$ cat config.mk
export PLATFORM = sky130hd
export DESIGN_NAME = cbd_resolve_flat
export DESIGN_NICKNAME = d
export VERILOG_FILES = /design/src/hw/rtl/cbd_pkg.sv /design/src/hw/rtl/cbd_if.sv /design/src/hw/rtl/cbd_resolve.sv /design/src/flat_wrapper.sv
export SDC_FILE = /design/constraint.sdc
export NUM_CORES = 1
export LEC_CHECK = 0
export BUFFER_PORTS_ARGS = -buffer_cell sky130_fd_sc_hd__buf_2
export CAP_MARGIN = 25
export CORE_AREA = 2 2 60 119
export CTS_BUF_LIST = sky130_fd_sc_hd__clkbuf_16
export DETAILED_ROUTE_END_ITERATION = 10
export DIE_AREA = 0 0 62 121
export PLACE_DENSITY_LB_ADDON = 0.08
export SETUP_SLACK_MARGIN = 0.02
export SYNTH_ARGS = -nofsm -noshare
export SYNTH_HDL_FRONTEND = slang
export SYNTH_SLANG_ARGS = --single-unit
$ cat constraint.sdc
create_clock -name clk -period 3.88 [get_ports clk]
set_input_delay 0 -clock clk [delete_from_list [all_inputs] [get_ports clk]]
set_output_delay 0 -clock clk [all_outputs]
set_load 0.005 [all_outputs]
$ cat src/hw/rtl/cbd_pkg.sv
package cbd_pkg;

    // Work RAM size in bytes; mirrored across 0x0000-0x1FFF
    localparam int RAM_BYTES = 2048;
    localparam int RAM_AW    = $clog2(RAM_BYTES);

    // Mirror reduction: 13-bit offset, at least 256 bytes of RAM, so the quotient fits 5 bits
    localparam int SLOT_QBITS = 5;
    localparam int SLOT_W     = 18;

    // Action codes
    localparam logic [2:0] ACT_READ   = 3'd0;
    localparam logic [2:0] ACT_PEEK   = 3'd1;
    localparam logic [2:0] ACT_WRITE  = 3'd2;
    localparam logic [2:0] ACT_SPRITE = 3'd3;
    localparam logic [2:0] ACT_SAMPLE = 3'd4;

    // Target codes
    localparam logic [2:0] TGT_NONE   = 3'd0;
    localparam logic [2:0] TGT_RAM    = 3'd1;
    localparam logic [2:0] TGT_VIDEO  = 3'd2;
    localparam logic [2:0] TGT_SPRITE = 3'd3;
    localparam logic [2:0] TGT_AUDIO  = 3'd4;
    localparam logic [2:0] TGT_PAD1   = 3'd5;
    localparam logic [2:0] TGT_PAD2   = 3'd6;
    localparam logic [2:0] TGT_CART   = 3'd7;

    // Address map
    localparam logic [15:0] ADDR_RAM_END      = 16'h1FFF;
    localparam logic [15:0] ADDR_VIDEO_END    = 16'h3FFF;
    localparam logic [15:0] ADDR_APU_FIRST    = 16'h4000;
    localparam logic [15:0] ADDR_SPRITE_PORT  = 16'h4014;
    localparam logic [15:0] ADDR_AUDIO_STATUS = 16'h4015;
    localparam logic [15:0] ADDR_PAD1         = 16'h4016;
    localparam logic [15:0] ADDR_PAD2         = 16'h4017;
    localparam logic [15:0] ADDR_CART_WR      = 16'h5FFF;
    localparam logic [15:0] ADDR_CART_RD      = 16'h6000;

    // Open-bus merge masks
    localparam logic [7:0] OB_AUDIO_MASK  = 8'h20;
    localparam logic [7:0] DEV_AUDIO_MASK = 8'hDF;
    localparam logic [7:0] OB_PAD_MASK    = 8'hE0;
    localparam logic [7:0] DEV_PAD_MASK   = 8'h1F;

    // Source of the read byte
    typedef enum logic [2:0] {
        RSEL_ZERO  = 3'd0,
        RSEL_RAM   = 3'd1,
        RSEL_DEV   = 3'd2,
        RSEL_AUDIO = 3'd3,
        RSEL_PAD   = 3'd4
    } rsel_t;

    typedef struct packed {
        logic [2:0]  action;
        logic [15:0] address;
        logic [7:0]  write_data;
        logic        cycle_odd;
        logic [7:0]  device_data;
        logic [7:0]  oam_base;
    } cbd_in_t;

    typedef struct packed {
        logic [7:0]  read_data;
        logic [2:0]  target;
        logic [15:0] access_address;
        logic        access_is_write;
        logic        device_strobe;
        logic        oam_write;
        logic [7:0]  oam_index;
        logic [7:0]  oam_value;
        logic        dmc_fetch;
        logic        dmc_fetch_get;
        logic        oam_dma_busy;
        logic        dmc_dma_busy;
    } cbd_out_t;

    // Decoded item handed from decode to resolve
    typedef struct packed {
        rsel_t       rsel;
        logic [2:0]  target;
        logic [15:0] access_address;
        logic        access_is_write;
        logic        device_strobe;
        logic        oam_write;
        logic [7:0]  oam_index;
        logic        dmc_fetch;
        logic        dmc_fetch_get;
        logic        oam_dma_busy;
        logic        dmc_dma_busy;
        logic [7:0]  device_data;
        logic [7:0]  write_data;
        logic        ob_from_read;
        logic        ob_from_write;
        logic        latch_load;
    } cbd_op_t;

    // RAM slot of a mirrored address: restoring reduction, one compare-subtract per step
    function automatic logic [RAM_AW-1:0] ram_slot(input logic [15:0] a);
        logic [SLOT_W-1:0] r;
        logic [SLOT_W-1:0] d;
        r = {{(SLOT_W-13){1'b0}}, a[12:0]};
        for (int i = SLOT_QBITS - 1; i >= 0; i--)
        begin
            d = SLOT_W'(RAM_BYTES) << i;
            if (r >= d)
            begin
                r = r - d;
            end
        end
        return r[RAM_AW-1:0];
    endfunction

endpackage

$ cat src/hw/rtl/cbd_if.sv


// Result channel: one result item per request item
interface cbd_out_if;
    logic              valid;
    logic              ready;
    cbd_pkg::cbd_out_t payload;

    modport source (output valid, output payload, input ready);
    modport sink   (input valid, input payload, output ready);
endinterface

$ cat src/hw/rtl/cbd_resolve.sv
// Resolve stage: read byte selection, open-bus and DMA latch, output register
module cbd_resolve (
    input  logic             clk,
    input  logic             rst_n,
    input  logic             s1_valid,
    input  cbd_pkg::cbd_op_t s1_op,
    input  logic [7:0]       ram_rdata,
    output logic             s1_take,
    cbd_out_if.source        rsp
);

    logic [7:0]        open_bus_reg, open_bus_next;
    logic [7:0]        dma_latch_reg, dma_latch_next;
    logic              out_valid_reg, out_valid_next;
    cbd_pkg::cbd_out_t out_reg;
    cbd_pkg::cbd_out_t out_next;
    logic [7:0]        rd_byte;

    assign s1_take     = s1_valid && (!out_valid_reg || rsp.ready);
    assign rsp.valid   = out_valid_reg;
    assign rsp.payload = out_reg;

    // Read byte with open-bus merge
    always_comb
    begin
        case (s1_op.rsel)
            cbd_pkg::RSEL_RAM:   rd_byte = ram_rdata;
            cbd_pkg::RSEL_DEV:   rd_byte = s1_op.device_data;
            cbd_pkg::RSEL_AUDIO: rd_byte = (open_bus_reg & cbd_pkg::OB_AUDIO_MASK) |
                                           (s1_op.device_data & cbd_pkg::DEV_AUDIO_MASK);
            cbd_pkg::RSEL_PAD:   rd_byte = (open_bus_reg & cbd_pkg::OB_PAD_MASK) |
                                           (s1_op.device_data & cbd_pkg::DEV_PAD_MASK);
            default:             rd_byte = '0;
        endcase
    end

    // Result item and state updates
    always_comb
    begin
        out_next.read_data       = rd_byte;
        out_next.target          = s1_op.target;
        out_next.access_address  = s1_op.access_address;
        out_next.access_is_write = s1_op.access_is_write;
        out_next.device_strobe   = s1_op.device_strobe;
        out_next.oam_write       = s1_op.oam_write;
        out_next.oam_index       = s1_op.oam_index;
        out_next.oam_value       = s1_op.oam_write ? dma_latch_reg : 8'd0;
        out_next.dmc_fetch       = s1_op.dmc_fetch;
        out_next.dmc_fetch_get   = s1_op.dmc_fetch_get;
        out_next.oam_dma_busy    = s1_op.oam_dma_busy;
        out_next.dmc_dma_busy    = s1_op.dmc_dma_busy;

        open_bus_next  = open_bus_reg;
        dma_latch_next = dma_latch_reg;
        if (s1_take)
        begin
            if (s1_op.ob_from_read)
            begin
                open_bus_next = rd_byte;
            end
            else if (s1_op.ob_from_write)
            begin
                open_bus_next = s1_op.write_data;
            end
            if (s1_op.latch_load)
            begin
                dma_latch_next = rd_byte;
            end
        end

        out_valid_next = out_valid_reg;
        if (s1_take)
        begin
            out_valid_next = 1'b1;
        end
        else if (rsp.ready)
        begin
            out_valid_next = 1'b0;
        end
    end

    always_ff @(posedge clk or negedge rst_n)
    begin
        if (!rst_n)
        begin
            open_bus_reg  <= '0;
            dma_latch_reg <= '0;
            out_valid_reg <= 1'b0;
        end
        else
        begin
            open_bus_reg  <= open_bus_next;
            dma_latch_reg <= dma_latch_next;
            out_valid_reg <= out_valid_next;
        end
    end

    // Output payload
    always_ff @(posedge clk)
    begin
        if (s1_take)
        begin
            out_reg <= out_next;
        end
    end

endmodule

$ cat src/flat_wrapper.sv
// flat-port wrapper written by rule: the top's interface ports become plain ports
module cbd_resolve_flat 
  (clk, rst_n, s1_valid, s1_op, ram_rdata, s1_take, rsp_valid, rsp_payload, rsp_ready);
  cbd_out_if rsp_i ();
  input  logic clk;
  input  logic rst_n;
  input  logic s1_valid;
  input  cbd_pkg::cbd_op_t s1_op;
  input  logic [7:0] ram_rdata;
  output logic s1_take;
  output wire logic [$bits(rsp_i.valid)-1:0] rsp_valid;
  output wire logic [$bits(rsp_i.payload)-1:0] rsp_payload;
  input wire logic [$bits(rsp_i.ready)-1:0] rsp_ready;
  assign rsp_valid = rsp_i.valid;
  assign rsp_payload = rsp_i.payload;
  assign rsp_i.ready = rsp_ready;
  cbd_resolve u_core (.clk(clk), .rst_n(rst_n), .s1_valid(s1_valid), .s1_op(s1_op), .ram_rdata(ram_rdata), .s1_take(s1_take), .rsp(rsp_i));
endmodule
Word-level counts from Yosys, hierarchy flattened
Index checks and enable logic that the tools add are counted.

Bitwise gates (word level): 2. Muxes and demuxes: 5. Reduce and logical (&&, ||, !) cells: 7. Equal/unequal tests: 4.

Operators by type and width (count): $pmux W8 S4 (1); $mux W8 (2); $or A6 B8 Y8 (1); $or A8 B5 Y8 (1); $eq A3 B2 Y1 const B (2); $reduce_and A2 Y1 (2); $reduce_bool A2 Y1 (2); $eq A3 B1 Y1 const B (1); $eq A3 B3 Y1 const B (1); $mux W1 (2); $logic_and A1 B1 Y1 (1); $logic_not A1 Y1 (1); $logic_or A1 B1 Y1 (1).

Logic and storage cells: 33. Bits of input ports: 68. Register bits: 67.

Longest topological paths before layout
Gate-level depths: netlist (run 1).

Word-level depth: 4. Mapped depth: 5.

Worst setup path after synthesis (run 1)
Ideal clock, no wire load.

Kind: reg-to-reg. Start: reg u_core.out_valid_reg (netlist: u_core.rsp.valid). End: reg u_core.out_reg, in the netlist u_core.rsp.payload[0], enable pin. Buffers on the path: 0. Setup slack: 1.702 ns. Stages on the path, launching flop included: 3. Arrival time: 1.763 ns. Setup time: 0.415 ns. Data required time: 3.465 ns. Cells stage by stage: dfrtp_1 > nand2b_1 > and2_1.

Cells in the longest elaborated chain, start to end: 3.

Ends and longest elaborated chain: start, declared (RTL line cbd_resolve.sv:14) `logic out_valid_reg, out_valid_next;`; start signal, assigned (RTL line cbd_resolve.sv:94) `out_valid_reg <= out_valid_next;`; $logic_not A1 Y1 (RTL line cbd_resolve.sv:19) `assign s1_take = s1_valid && (!out_valid_reg || rsp.ready);`; $logic_or A1 B1 Y1 (RTL line cbd_resolve.sv:19); $logic_and A1 B1 Y1 (RTL line cbd_resolve.sv:19); via s1_take (RTL line flat_wrapper.sv:10) `output logic s1_take;`; end signal, assigned (RTL line cbd_resolve.sv:103) `out_reg <= out_next;`; end, declared (RTL line cbd_resolve.sv:15) `cbd_pkg::cbd_out_t out_reg;`.

The timed path passes the listed nets, and every way through them passes these cells. A chain may end at the register's enable or synchronous reset.

Worst setup path in the final report (run 1)
Start: reg u_core.out_valid_reg (netlist: u_core.rsp.valid). End: out s1_take.

Cells in the longest elaborated chain, start to end: 3.

Ends and longest elaborated chain (RTL line): $logic_not A1 Y1 (cbd_resolve.sv:19); $logic_or A1 B1 Y1 (cbd_resolve.sv:19); $logic_and A1 B1 Y1 (cbd_resolve.sv:19); end, declared (flat_wrapper.sv:10).

Every way passes these cells.

==> results of run 1 <==
[cell usage in the layout, fill, tap and decap left out, drive strengths merged, types with 5 or more instances in the layout]
master	Yosys	routed
o21ai	8	8
and2	9	9
mux2	8	8
nand2	9	9
dfrtp	12	12
dlygate4sd3	0	37
edfxtp	50	50
clkbuf	0	9
buf	2	115
a22oi	5	5
[cell families (layout without fill, tap and decap cells)]
family / Yosys count / after routing / synth area share
flip-flops: 62 / 62 / 0.794
multiplexers: 9 / 9 / 0.0441
AO/OA/AOI/OAI: 21 / 21 / 0.0673
buffers and inverters: 4 / 170 / 0.0105
AND/OR/NAND/NOR: 30 / 30 / 0.0843
[layer usage]
layer | global-route usage | vias to the layer above | wire length (um)
met5 | 0 | - | 0
met4 | 0.0838 | 0 | 136
met3 | 0.0501 | 11 | 417
met2 | 0.230 | 83 | 2610
met1 | 0.129 | 721 | 1590
li1 | - | 805 | -
[final cells by class]
class / instances / area [um^2] / share of cell area
Sequential cell: 62 / 1800 / 0.498
Timing Repair Buffer: 152 / 968 / 0.268
Multi-Input combinational cell: 60 / 445 / 0.123
Clock buffer: 9 / 225 / 0.0623
Tap cell: 88 / 110 / 0.0304
Clock inverter: 7 / 57.6 / 0.0159
Inverter: 2 / 7.51 / 0.00208
[power groups by stage]
stage / combinational, mW / sequential (mW) / clock (mW)
floorplan: 0.0588 / 0.815 / 0
global placement: 0.141 / 0.811 / 0
detailed placement: 0.148 / 0.812 / 0
CTS: 0.177 / 0.799 / 0.762
global route: 0.195 / 0.806 / 0.790
finish: 0.173 / 0.799 / 0.737
[through the flow]
stage	hold WS, ns	std cells
6_report	0.0151	380
5_1_grt	0.0174	380
4_1_cts	0.00888	380
3_5_place_dp	-0.102	327
3_3_place_gp	-0.102	326
2_1_floorplan	-0.296	126
[critical path, stage by stage, from the launching register on]
cell and delay, ns:
dfrtp_1 0.37, nand2b_1 0.13, and2_2 0.66, buf_2 0.23
[worst min-delay path by stage]
stage	cells past startpoint	end	slack, ns	from
after floorplan	0	u_core.dma_latch_reg[0]	-0.30	rst_n
after global placement	1	u_core.open_bus_reg[7]	-0.10	rst_n
after detailed placement	1	u_core.open_bus_reg[7]	-0.10	rst_n
after CTS	3	u_core.rsp.payload[43]	0.009	s1_op[12]
after global routing	3	u_core.rsp.payload[43]	0.02	s1_op[12]
final	3	u_core.rsp.payload[43]	0.02	s1_op[12]
[repair_timing]
action                                 in CTS  in global routing
endpoints found under the hold margin      48                  0
gates resized for setup                     0                  0
hold buffers                               37                  0
==> metrics.md, run 1 <==
| Metric | Value |
|---|---|
| Clk pwr share | 0.431 |
| Initial Utilization | 0.346 |
| Setup_tns | 0 ns |
| Pleak | 1.59 nW |
| Relative slew slack | 0.507 |
| Antenna-violating nets left | 0 |
| Slew Limit Fails | 0 |
| Drt first-iter violations | 43 |
| Number of warnings issued by yosys | 0 |
| Fin nets | 355 |
| Finish-stage setup viols | 0 |
| Clock Skews | 0.00306 ns |
| Worst skew pair latency | 0.32 ns |
| Power density over the cells | 473 mW/mm^2 |
| Die height | 121 um |
| First-pass GRT wire length | 7130 um |
| Status | complete, no violations |
| Reg-to-reg critical path endpoint | u_core.rsp.payload[45] |
| Critical path arrival | 1.71 ns |
| Yosys top cell area share | 0.662 |
| Final Hold Violating Endpoints | 0 |
| Worst-path clk slew | 0.05 ns |
| Post-synthesis sequential area ratio | 0.794 |
| CTS max path bufs | 2 |
| Period minus WS final | 1.71 ns |
| Setup bufs post-CTS | 0 |
| Post-synth EDFFs | 50 |
| Critical path endpoint | s1_take |
| Critical path class | flip-flop to output pin |
| Initial antenna violation count | 0 |
| Diode count | 0 |
| Area contributors post-synth | edfxtp_1, dfrtp_1, mux2_2, and2_1, a22oi_1 |
| Layout area overhead | 59.3% |
| Comb power frac | 0.101 |
| Root Driver | clkbuf_16 |
| Cells after Synth | 126 |
| CTS tree | built |
| Residual DRC count | 0 |
| WL final | 4760 um |
| Routed WL per cell | 12.5 um |
| Placed cell area | 0.00296 mm^2 |
| Die Span X | 62 um |
| Fin area | 0.00362 mm^2 |
| Dominant cell by count in the synthesized netlist | edfxtp_1 |
| Mapped Nets | 194 |
| Worst Path Required | 3.88 ns |
| Synthesized area per cell | 18.0 um^2 |
| Post-synthesis cell type count | 26 |
| Main flop type after synthesis | edfxtp_1 |
| Crit share post-route | 0.442 |
| CP max FO | 32 |
| Min-delay worst type | input port to flip-flop |
| Layout cell share with drive strength beyond 1 | 0.497 |
| Start of the worst register-to-register path | u_core.rsp.valid |
| Worst Setup Start Kind | flip-flop |
| Tightest Pin Transition | 0.740 ns |
| Max-Cap Viols | 0 |
| Io pins | 120 |
| Largest net degree at the start of global routing | 33 |
| Fmax | 0.583 GHz |
| HPWL after detailed placement | 3490 um |
| Synth top cells by count | edfxtp_1, dfrtp_1, and2_1, nand2_1, mux2_2 |
| FFs w/ async S/R, synth | 0.194 |
| Initial DRT Pass Iterations | 4 |
| P_sw | 0.341 mW |
| Pre-CTS WS | 2.13 ns |
| Fill cells | 563 |
| Switch share | 0.200 |
| Critical path origin | u_core.rsp.valid |
| Internal | 1.37 mW |
| CP Capture Type | output pin |
| H-tree levels | 3 |
| CTS Buf Count | 9 |
| Core footprint | 0.00657 mm^2 |
| Via density | 4.26 |
| Row cnt | 42 |
| Final Total Pwr | 1.71 mW |
| Dominant cell type by area after synthesis | edfxtp_1 |
| Final Core Density | 0.550 |
| Final worst slack | 2.17 ns |
| Gr usage total | 0.136 |
| Count of buffers inserted at the top-level ports | 114 |
| FF-to-FF path depth | 3 |
| Max VDD drop | 0.289 mV |
| Unrepaired setup endpoints after global routing | no |
| Die area | 0.00750 mm^2 |
| Vias post-DR | 1620 |
| CTS Sinks | 62 |
| Mapped cell area | 0.00227 mm^2 |
| Max reg flops | 50 |
| Vias in the first global route | 1502 |
| Flop and latch count out of synthesis | 62 |
| Flop-to-flop setup slack | 2.17 ns |
| Grt ovf | 0 |
| Sequential share of power | 0.468 |
| Global placement routability congestion | 0.667 |
No activity file was read; power rests on OpenSTA's default activity.
==> run 2, diff against run 1 <==
- ABC_AREA: default -> 1
- CORE_AREA: 2 2 60 119 -> 2 2 62 122
- DIE_AREA: 0 0 62 121 -> 0 0 64 124
- clock period: 3.88 -> 1.5 ns (I/O delays scaled with it)
==> metrics.md, run 2 <==
| Metric | Value |
|---|---|
| Status | complete, no violations |
| Flop and latch count out of synthesis | 62 |
| Cells after Synth | 194 |
| Critical path arrival | 1.39 ns |
| Dominant cell type by area after synthesis | edfxtp_1 |
| Max reg flops | 50 |
| Setup_tns | 0 ns |
| Relative slew slack | 0.792 |
| CP max stage cell | dfrtp_1 |
| Max-Cap Viols | 0 |
| CTS Sinks | 62 |
| HPWL after detailed placement | 3830 um |
| Metal-1 WL | 1900 um |
| Leading cell type in the layout, fill and taps excluded | buf_2 |
| Fin nets | 428 |
| CP max FO | 26 |
| CP top delay family | buffers and inverters |
| Resized Gates After CTS | 0 |
| Worst Setup Start Kind | flip-flop |
| Initial DRT Pass Iterations | 6 |
| Period minus WS final | 1.39 ns |
| CTS Buf Count | 9 |
| Largest net degree at the start of global routing | 27 |
| Grt ovf | 0 |
| Crit-path cells | a21oi_4, buf_4, buf_2 |
| Final Hold Violating Endpoints | 0 |
| Leading cell types in the layout, fill and taps excluded | buf_2, nand2_1, edfxtp_1 |
| Diode count | 0 |
| Vias post-DR | 1930 |
| Die area | 0.00794 mm^2 |
| Drt first-iter violations | 71 |
| Initial Utilization | 0.345 |
| WL final | 5370 um |
| CTS tree | built |
| Area contributors post-synth | edfxtp_1, dfrtp_1, nand2_1, inv_1, o21ai_0 |
| Fin area | 0.00384 mm^2 |
| First-pass GRT wire length | 8260 um |
| Layout cell share with drive strength beyond 1 | 0.378 |
| Initial antenna violation count | 0 |
| Antenna-violating nets left | 0 |
| Unrepaired setup endpoints after global routing | no |
| Synthesized area per cell | 12.3 um^2 |
| Via density | 4.24 |
| Pleak | 1.86 nW |
| Critical path class | flip-flop to output pin |
| Tightest Pin Transition | 0.312 ns |
| Mapped Nets | 262 |
| Count of buffers inserted at the top-level ports | 114 |
| Worst Path Required | 1.50 ns |
| Post-synthesis cell type count | 19 |
| Global placement routability congestion | 0.763 |
| Routed wl met3 | 375 um |
| Post-synthesis sequential area ratio | 0.754 |
| Dominant cell by count in the synthesized netlist | nand2_1 |
| Met2 wire length | 3010 um |
| Hold_buf cts | 42 |
| Yosys top cell area share | 0.628 |
| Root Driver | clkbuf_16 |
| CTS max path bufs | 2 |
| Row cnt | 43 |
| Die Span X | 64 um |
| Residual DRC count | 0 |
| Routed WL per cell | 11.8 um |
| Slew Limit Fails | 0 |
| Gr usage total | 0.140 |
| Power density over the cells | 1250 mW/mm^2 |
| Main flop type after synthesis | edfxtp_1 |
| Flop-to-flop setup slack | 0.26 ns |
| Max VDD drop | 0.879 mV |
| Min-delay worst type | input port to flip-flop |
| Worst-path clk slew | 0.05 ns |
| Synth top cells by count | nand2_1, edfxtp_1, inv_1, o21ai_0, dfrtp_1 |
| CP Capture Type | output pin |
| Number of warnings issued by yosys | 0 |
| Post-synth EDFFs | 50 |
| Mapped cell area | 0.00239 mm^2 |
| Setup bufs post-CTS | 0 |
| Core footprint | 0.00694 mm^2 |
| Vias in the first global route | 1905 |
| Highest routing layer actually used | met4 |
| Crit share post-route | 0.926 |
| Finish-stage setup viols | 0 |
| Worst skew pair latency | 0.32 ns |
| Layout area overhead | 60.5% |
| Io pins | 120 |
| Critical path buffer and inverter count | 2 |
| Fmax | 0.720 GHz |
| Placed cell area | 0.00309 mm^2 |
| FFs w/ async S/R, synth | 0.194 |
| H-tree levels | 3 |
| Die height | 124 um |
| CP max stage delay | 0.41 ns |
| Clock Skews | 0.00534 ns |
[run 2: cells by family after synthesis]
kind of cell	synth area share
and+or+nand+nor	0.159
DFF	0.754
buffers and inverters	0.0460
AOI/OAI and AO/OA	0.0419
[run 2: per-stage QoR]
step                 util  power, mW  hold slack, ns  cells  setup WS (ns)
global placement    0.445       2.48          -0.106    397          0.276
finish              0.553       4.79          0.0149    455          0.111
global route        0.553       4.98          0.0346    455         0.0217
CTS                 0.553       4.84         0.00410    455         0.0727
floorplan               -       2.27          -0.296    194         -0.428
detailed placement  0.445       2.48          -0.106    397          0.255
[run 2: layout make-up]
class / count / area [um^2]
fillers: 609 / 3100
flip-flops and latches: 62 / 1800
repair buffers: 159 / 1010
multi-input cells: 106 / 497
clock buffers: 9 / 225
well taps: 90 / 113
clock inverters: 7 / 105
inverters: 22 / 82.6
[run 2: report_power, final]
part	leakage, nW	total, mW	switching (mW)	internal (mW)
clock network	0.167	2.25	0.658	1.59
logic	1.05	0.470	0.227	0.243
registers	0.636	2.06	0.0461	2.02
total	1.86	4.79	0.931	3.85
[run 2: path summary, 6_finish.rpt]
kind,start,to,cells past startpoint
setup / recovery,u_core.rsp.valid,s1_take,3
hold / removal,s1_op[12],u_core.dma_latch_reg[1],5
setup reg to reg,u_core.rsp.valid,u_core.dma_latch_reg[0],6
hold reg to reg,u_core.dma_latch_reg[3],u_core.dma_latch_reg[3],2
max in group asynchronous,rst_n,u_core.dma_latch_reg[0],2
min in group asynchronous,rst_n,u_core.open_bus_reg[7],2
[run 2: layer usage]
| layer | vias up | track usage |
|---|---|---|
| met5 | - | 0 |
| met4 | 0 | 0.0774 |
| met3 | 6 | 0.0452 |
| met2 | 86 | 0.263 |
| met1 | 850 | 0.130 |
| li1 | 988 | - |
[run 2: worst register-to-register path: cells and delay by family, from the launching register on]
kind                   cells  cell delay, ns
and+or+nand+nor            2            0.21
AOI/OAI and AO/OA          2            0.25
DFF                        1            0.41
buffers and inverters      2            0.32
